`config.mk`:
```
export PLATFORM = sky130hd
export DESIGN_NAME = compacting_key_table
export DESIGN_NICKNAME = d
export VERILOG_FILES = /design/src/hw/rtl/ckt_pkg.sv /design/src/hw/rtl/ckt_cell.sv /design/src/hw/rtl/ckt_pick.sv /design/src/hw/rtl/compacting_key_table.sv
export SDC_FILE = /design/constraint.sdc
export NUM_CORES = 2
export LEC_CHECK = 0
export ABC_AREA = 0
export BUFFER_PORTS_ARGS = -buffer_cell sky130_fd_sc_hd__buf_2
export CAP_MARGIN = 20
export CORE_UTILIZATION = 58
export CTS_CLUSTER_DIAMETER = 200
export CTS_CLUSTER_SIZE = 40
export DETAILED_ROUTE_END_ITERATION = 8
export PLACE_DENSITY = 0.83
export SETUP_SLACK_MARGIN = 0.1
export SLEW_MARGIN = 30
export SYNTH_ARGS = -nofsm -noshare
export SYNTH_HDL_FRONTEND = slang
export SYNTH_SLANG_ARGS = --single-unit
export TNS_END_PERCENT = 1
```
`constraint.sdc`:
```
create_clock -name clk -period 24 [get_ports clk]
set_clock_uncertainty 0.2 [all_clocks]
set_input_delay 1.2 -clock clk [delete_from_list [all_inputs] [get_ports clk]]
set_output_delay 1.2 -clock clk [all_outputs]
set_load 0.02 [all_outputs]
```
`src/hw/rtl/ckt_pkg.sv`:
```
`default_nettype none

package ckt_pkg;

  typedef enum logic [1:0] {
    KIND_INSERT = 2'd0,
    KIND_REMOVE = 2'd1,
    KIND_LOOKUP = 2'd2,
    KIND_READ   = 2'd3
  } kind_t;

  typedef enum logic [2:0] {
    STATUS_OK        = 3'd0,
    STATUS_NOT_FOUND = 3'd1,
    STATUS_FULL      = 3'd2,
    STATUS_DUPLICATE = 3'd3,
    STATUS_RANGE     = 3'd4
  } status_t;

  typedef enum logic {
    ST_IDLE = 1'b0,
    ST_EXEC = 1'b1
  } state_t;

  typedef struct packed {
    kind_t              kind;
    logic signed [31:0] key;
    logic [31:0]        entry_data;
    logic [3:0]         position;
  } in_word_t;

  typedef struct packed {
    status_t            status;
    logic [3:0]         slot;
    logic signed [31:0] key_out;
    logic [31:0]        data_out;
    logic [4:0]         entry_count;
  } out_word_t;

  // Per-cell control from the sequencer.
  typedef struct packed {
    logic capture;   // latch the compare result for a new word
    logic occupied;  // cell index is below the fill count
    logic load;      // write the incoming key and payload
    logic shift;     // take the right neighbor's contents
  } cell_ctrl_t;

endpackage

`default_nettype wire

```
`src/hw/rtl/ckt_cell.sv`:
```
`default_nettype none

module ckt_cell
  import ckt_pkg::*;
#(
  parameter int DW = 32
) (
  input  wire logic               clk,
  input  wire logic               rst_n,
  input  wire cell_ctrl_t         ctrl,
  input  wire logic signed [31:0] cmp_key,
  input  wire logic signed [31:0] load_key,
  input  wire logic [DW-1:0]      load_data,
  input  wire logic signed [31:0] next_key,
  input  wire logic [DW-1:0]      next_data,
  output logic signed [31:0]      key_q,
  output logic [DW-1:0]           data_q,
  output logic                    match_q
);

  logic signed [31:0] key_r, key_nxt;
  logic [DW-1:0]      data_r, data_nxt;
  logic               match_r, match_nxt;

  always_comb begin
    key_nxt   = key_r;
    data_nxt  = data_r;
    match_nxt = match_r;
    if (ctrl.load) begin
      key_nxt  = load_key;
      data_nxt = load_data;
    end else if (ctrl.shift) begin
      key_nxt  = next_key;
      data_nxt = next_data;
    end
    if (ctrl.capture) begin
      match_nxt = ctrl.occupied && (key_r == cmp_key);
    end
  end

  // Payload holds without reset; only the match flag is cleared.
  always_ff @(posedge clk) begin
    key_r  <= key_nxt;
    data_r <= data_nxt;
  end

  always_ff @(posedge clk) begin
    if (!rst_n) begin
      match_r <= 1'b0;
    end else begin
      match_r <= match_nxt;
    end
  end

  assign key_q   = key_r;
  assign data_q  = data_r;
  assign match_q = match_r;

endmodule

`default_nettype wire

```
`src/hw/rtl/ckt_pick.sv`:
```
`default_nettype none

module ckt_pick
  import ckt_pkg::*;
#(
  parameter int DEPTH = 16,
  parameter int DW    = 32,
  parameter int IW    = 4
) (
  input  wire logic [DEPTH-1:0]   sel,
  input  wire logic signed [31:0] keys [DEPTH],
  input  wire logic [DW-1:0]      datas [DEPTH],
  output logic                    hit,
  output logic [IW-1:0]           hit_idx,
  output logic signed [31:0]      hit_key,
  output logic [DW-1:0]           hit_data
);

  // At most one select bit is set: keys in the table are unique.
  always_comb begin
    hit      = |sel;
    hit_idx  = '0;
    hit_key  = '0;
    hit_data = '0;
    for (int i = 0; i < DEPTH; i++) begin
      if (sel[i]) begin
        hit_idx  = hit_idx | IW'(i);
        hit_key  = hit_key | keys[i];
        hit_data = hit_data | datas[i];
      end
    end
  end

endmodule

`default_nettype wire

```
`src/hw/rtl/compacting_key_table.sv`:
```
`default_nettype none

// Channel | Direction | Handshake               | Payload
// in_     | input     | in_valid / in_ready     | in_word_t  (kind, key, entry_data, position)
// out_    | output    | out_valid / out_ready   | out_word_t (status, slot, key_out, data_out,
//         |           |                         |             entry_count)
//
// Each word passes two steps: the accept cycle compares the key against every
// cell, the execute cycle encodes the match and updates the cell row.
// A remove shifts all later cells down by one in that same execute cycle.
// Reset (rst_n low, synchronous) clears the fill count, control and match flags
// only; cell keys and payloads stay undefined until written, no clearing pass is needed.
// A stalled result register holds execute; a new word is taken while the
// previous result still waits.

module compacting_key_table
  import ckt_pkg::*;
#(
  parameter int TABLE_DEPTH = 16,
  parameter int DATA_WIDTH  = 32
) (
  input  wire logic      clk,
  input  wire logic      rst_n,
  input  wire logic      in_valid,
  output logic           in_ready,
  input  wire in_word_t  in_data,
  output logic           out_valid,
  input  wire logic      out_ready,
  output out_word_t      out_data
);

  localparam int CW = $clog2(TABLE_DEPTH + 1);
  localparam int IW = (TABLE_DEPTH > 1) ? $clog2(TABLE_DEPTH) : 1;

  state_t    state_r, state_nxt;
  in_word_t  item_r;
  out_word_t out_r, res;
  logic      out_valid_r;
  logic [CW-1:0] count_r, count_nxt;

  logic accept, fire;
  logic ins_ok, rem_ok;

  logic [TABLE_DEPTH-1:0] occ, match, pos_sel, sel, load, shift;
  cell_ctrl_t             ctrl [TABLE_DEPTH];
  logic signed [31:0]     keys [TABLE_DEPTH];
  logic [DATA_WIDTH-1:0]  datas [TABLE_DEPTH];

  logic                    hit;
  logic [IW-1:0]           hit_idx;
  logic signed [31:0]      hit_key;
  logic [DATA_WIDTH-1:0]   hit_data;
  logic [63:0]             ext_in, ext_out;
  logic [31:0]             pos_w;

  assign in_ready  = (state_r == ST_IDLE);
  assign accept    = in_valid && in_ready;
  // Advance out of execute only when the result register is free.
  assign fire      = (state_r == ST_EXEC) && (!out_valid_r || out_ready);
  assign out_valid = out_valid_r;
  assign out_data  = out_r;

  assign ext_in  = 64'(item_r.entry_data);
  assign ext_out = 64'(hit_data);
  assign pos_w   = 32'(item_r.position);

  // Occupancy and position select, two compares per cell.
  always_comb begin
    for (int i = 0; i < TABLE_DEPTH; i++) begin
      occ[i]     = CW'(i) < count_r;
      pos_sel[i] = occ[i] && (pos_w == 32'(i));
    end
  end

  assign sel = (item_r.kind == KIND_READ) ? pos_sel : match;

  ckt_pick #(
    .DEPTH (TABLE_DEPTH),
    .DW    (DATA_WIDTH),
    .IW    (IW)
  ) u_pick (
    .sel      (sel),
    .keys     (keys),
    .datas    (datas),
    .hit      (hit),
    .hit_idx  (hit_idx),
    .hit_key  (hit_key),
    .hit_data (hit_data)
  );

  // Sequencer and result formation.
  always_comb begin
    state_nxt = state_r;
    count_nxt = count_r;
    ins_ok    = 1'b0;
    rem_ok    = 1'b0;
    res       = '0;
    res.status = STATUS_OK;
    unique case (state_r)
      ST_IDLE: begin
        if (accept) begin
          state_nxt = ST_EXEC;
        end
      end
      ST_EXEC: begin
        if (fire) begin
          state_nxt = ST_IDLE;
          unique case (item_r.kind)
            KIND_INSERT: begin
              if (count_r == CW'(TABLE_DEPTH)) begin
                res.status = STATUS_FULL;
              end else if (hit) begin
                res.status = STATUS_DUPLICATE;
              end else begin
                ins_ok    = 1'b1;
                res.slot  = 4'(count_r);
                count_nxt = count_r + CW'(1);
              end
            end
            KIND_REMOVE: begin
              if (!hit) begin
                res.status = STATUS_NOT_FOUND;
              end else begin
                rem_ok    = 1'b1;
                res.slot  = 4'(hit_idx);
                count_nxt = count_r - CW'(1);
              end
            end
            KIND_LOOKUP, KIND_READ: begin
              if (!hit) begin
                res.status = (item_r.kind == KIND_READ) ? STATUS_RANGE : STATUS_NOT_FOUND;
              end else begin
                res.slot     = 4'(hit_idx);
                res.key_out  = hit_key;
                res.data_out = ext_out[31:0];
              end
            end
          endcase
        end
      end
    endcase
    res.entry_count = 5'(count_nxt);
  end

  // Cell row control: append at the fill count, shift down from the hole.
  always_comb begin
    for (int i = 0; i < TABLE_DEPTH; i++) begin
      load[i]          = ins_ok && (CW'(i) == count_r);
      shift[i]         = rem_ok && (IW'(i) >= hit_idx);
      ctrl[i].capture  = accept;
      ctrl[i].occupied = occ[i];
      ctrl[i].load     = load[i];
      ctrl[i].shift    = shift[i];
    end
  end

  for (genvar g = 0; g < TABLE_DEPTH; g++) begin : g_cell
    localparam int NB = (g + 1 < TABLE_DEPTH) ? g + 1 : g;
    ckt_cell #(
      .DW (DATA_WIDTH)
    ) u_cell (
      .clk       (clk),
      .rst_n     (rst_n),
      .ctrl      (ctrl[g]),
      .cmp_key   (in_data.key),
      .load_key  (item_r.key),
      .load_data (ext_in[DATA_WIDTH-1:0]),
      .next_key  (keys[NB]),
      .next_data (datas[NB]),
      .key_q     (keys[g]),
      .data_q    (datas[g]),
      .match_q   (match[g])
    );
  end

  always_ff @(posedge clk) begin
    if (!rst_n) begin
      state_r     <= ST_IDLE;
      count_r     <= '0;
      out_valid_r <= 1'b0;
    end else begin
      state_r <= state_nxt;
      count_r <= count_nxt;
      if (fire) begin
        out_valid_r <= 1'b1;
      end else if (out_ready) begin
        out_valid_r <= 1'b0;
      end
    end
  end

  // Hold the word and result payloads; no reset needed.
  always_ff @(posedge clk) begin
    if (accept) begin
      item_r <= in_data;
    end
    if (fire) begin
      out_r <= res;
    end
  end

  a_count_bound: assert property (@(posedge clk) disable iff (!rst_n)
    count_r <= CW'(TABLE_DEPTH))
    else $error("fill count exceeds table depth");

  a_sel_unique: assert property (@(posedge clk) disable iff (!rst_n)
    (state_r == ST_EXEC) |-> $onehot0(sel))
    else $error("more than one cell selected");

  a_insert_grows: assert property (@(posedge clk) disable iff (!rst_n)
    ins_ok |=> count_r == $past(count_r) + CW'(1))
    else $error("insert did not grow the table");

  a_remove_shrinks: assert property (@(posedge clk) disable iff (!rst_n)
    rem_ok |=> count_r == $past(count_r) - CW'(1))
    else $error("remove did not shrink the table");

  a_accept_exec: assert property (@(posedge clk) disable iff (!rst_n)
    accept |=> (state_r == ST_EXEC) && !in_ready)
    else $error("accepted word did not enter execute");

endmodule

`default_nettype wire
```
==> reports/qor.yml <==
ys_ff_latch: 1193
worst_pin_slew_ns: 1.18
rsz0062_at_grt: "false"
drive_gt1_share_pct: 21.5
cts_buffer_depth: 3
finalWorstPathRequiredPeriod_ns: 6.12
worstSetupPathType: "reg -> reg"
numPortBuffers: 151
syn_nets: 4260
top_layer_used: "met5"
synth-edff-count: 1170
finalCritPeriodShare_pct: 25.5
power_density_nw_per_um2: 53.5
die_area_um2: 106000
required_ns: 24.13
start_util_pct: 58.5
area_growth_pct: 5.10
avgSynthCellArea_um2: 14.5
ant_nets: 0
vias: 42600
cts_buffers: 35
post_synth_num_cell_types: 71
netlist_instances: 4180
synthArstFlopShare_pct: 0
startpoint_type: "flop"
clock.fmax_mhz: 163
worst-endpoint-arrival_ns: 6.25
slew_headroom_pct: 20.6
cts.sinks: 1193
synth_warnings: 0
die_x_um: 325
grt_pass1_vias: 39800
grt_pass1_wl_mm: 322
final_cell_mix: "edfxtp_1 (1170), mux2_2 (536), mux2_1 (424)"
core_um2: 103000
wl_met3_mm: 36.2
whs_endpoint: "g_cell[2].u_cell.match_q$_SDFFE_PN0P_"
irDropWorstVdd_v: 0.0000742
hold_path_depth: 2
fin_tns_setup_ns: 0
drv_cap: 0
p_total_mw: 3.40
finalHoldViolCount: 0
cts_resized: 0
r2r-end: "g_cell[12].u_cell.key_q[24]$_DFFE_PP_"
hp-start: "g_cell[2].u_cell.match_q$_SDFFE_PN0P_"
routed-wl-met2_mm: 99.6
grt_remaining_overflow: 0
seq_area_frac_synth_pct: 58.8
drt-vias-per-instance: 7.78
place_area_um2: 62500
chipHeight_um: 325
cts-root-buf: "clkbuf_16"
gp_congestion: 1.18
final_common_cell: "edfxtp_1"
ys.flop_type: "edfxtp_1"
hp-class: "reg -> reg"
grt_max_degree: 55
clk_latency_ns: 0.74
status: "completed"
drt_iter0_drc: 8566
end_kind: "flop"
cts_tree: "built"
cts_setup_buffers: 0
first_pass_iters: 9
final_cell_area_um2: 63600
hold_buffers: 0
cellLeakagePower_nw: 19.9
path_max_fanout: 38
antenna_found_initial: 30
route.detailed.drc: 0
dp_hpwl_mm: 147
final_nets: 4160
reg2reg_from: "item_r[68]$_DFFE_PP_"
grt_use_total_pct: 43.7
wl_mm: 236
final_util_pct: 61.4
rows: 118
rr_worst_depth: 9
wl_met1_mm: 79.2
io_pins: 152
rrSetupSlack_ns: 17.88
cts_htree_levels: 2
setup_viol: 0
path_clk_slew_ns: 0.16
routedWlPerCell_um: 43.2
maxSlewViolCount: 0
whs_ns: 0.270
syn_area_um2: 60500
-- area by class of cell --
| type | instances | area [um^2] |
|---|---|---|
| Sequential cell | 1193 | 35600 |
| Clock buffer | 38 | 887 |
| Tap cell | 1380 | 1730 |
| Fill cell | 7827 | 39900 |
| Multi-Input combinational cell | 2596 | 23700 |
| Clock inverter | 4 | 63.8 |
| Antenna cell | 7 | 17.5 |
| Inverter | 16 | 62.6 |
| Timing Repair Buffer | 238 | 1500 |
-- critical path, cell delays in order, from the launching register on --
cell and delay (ns):
edfxtp_1 0.76, nand2_2 0.49, nor3_1 0.93, a32oi_1 0.26
and4_1 0.38, nand2_1 0.34, nand3_1 0.56, o21ai_4 0.32
buf_4 0.50, buf_4 0.93
-- kinds of logic after synthesis --
| kind of cell | Yosys count | share of synthesized area (%) |
|---|---|---|
| XOR/XNOR | 511 | 7.40 |
| adder cells (fa/ha/maj) | 6 | 0.124 |
| multiplexers | 960 | 17.9 |
| AO/OA/AOI/OAI | 621 | 8.42 |
| AND/OR/NAND/NOR | 498 | 4.57 |
| flip-flops | 1193 | 58.8 |
| buffers and inverters | 391 | 2.80 |
-- per-layer routing --
metal / vias to the layer above / global-route usage, %
met5: - / 0.408
met4: 40 / 29.4
met3: 1160 / 13.7
met2: 4232 / 64.1
met1: 20900 / 55.9
li1: 16200 / -
-- metrics by stage --
step | std cells | setup WS [ns]
floorplan | 4180 | 15.86
global placement | 5418 | 17.65
detailed placement | 5421 | 17.62
CTS | 5463 | 17.59
global route | 5466 | 17.82
finish | 5472 | 17.88
-- where the power goes --
| group | switching (mW) | internal (mW) | leakage [nW] |
|---|---|---|---|
| sequential | 0.0343 | 2.28 | 10.8 |
| combinational | 0.135 | 0.0431 | 8.63 |
| clock | 0.638 | 0.275 | 0.462 |
-- worst max path at each step --
| stage | from | to |
|---|---|---|
| after floorplan | out_ready | g_cell[13].u_cell.data_q[0]$_DFFE_PP_ |
| after global placement | item_r[68]$_DFFE_PP_ | g_cell[14].u_cell.data_q[16]$_DFFE_PP_ |
| after detailed placement | item_r[68]$_DFFE_PP_ | g_cell[8].u_cell.key_q[28]$_DFFE_PP_ |
| after CTS | item_r[68]$_DFFE_PP_ | g_cell[8].u_cell.key_q[29]$_DFFE_PP_ |
| after global routing | count_r[3]$_SDFF_PN0_ | g_cell[15].u_cell.key_q[1]$_DFFE_PP_ |
| final | item_r[68]$_DFFE_PP_ | g_cell[12].u_cell.key_q[24]$_DFFE_PP_ |
-- state kept, by name (all words and copies together), names as in the netlist --
| name | cells |
|---|---|
| count_r | 5 |
| ext_in | 32 |
| g_cell.u_cell.data_q | 512 |
| g_cell.u_cell.key_q | 512 |
| g_cell.u_cell.match_q | 16 |
| item_r | 38 |
| out_data | 76 |
| out_valid | 1 |
| state_r | 1 |
-- synth_stat cells (6+ instances only) --
library cell  count  area share [%]
nor3_1           28            0.23
buf_2            91            0.75
a221oi_1        147             2.1
xnor2_1         227             3.3
ha_1              6            0.12
o22ai_1           7           0.072
inv_1            15           0.093
nor2_1           54            0.33
and3_1           51            0.53
a32o_1           10            0.17
xor2_1          284             4.1
dfxtp_1          23            0.76
clkbuf_1        226             1.4
a222oi_1         64             1.1
nor4_1           87            0.90
nand2_1         115            0.71
a21oi_1          25            0.21
a22oi_1          93             1.2
nand4_1          92            0.95
mux2_1          424             7.9
nand2b_1          8           0.083
o21ai_0          13            0.11
edfxtp_1       1170              58
buf_1            44            0.27
mux2_2          536              10
buf_6            12            0.22
a31oi_1          69            0.71
a22o_1          148             2.1
nand3_1          19            0.16
Power figures use the tool's default switching activity.
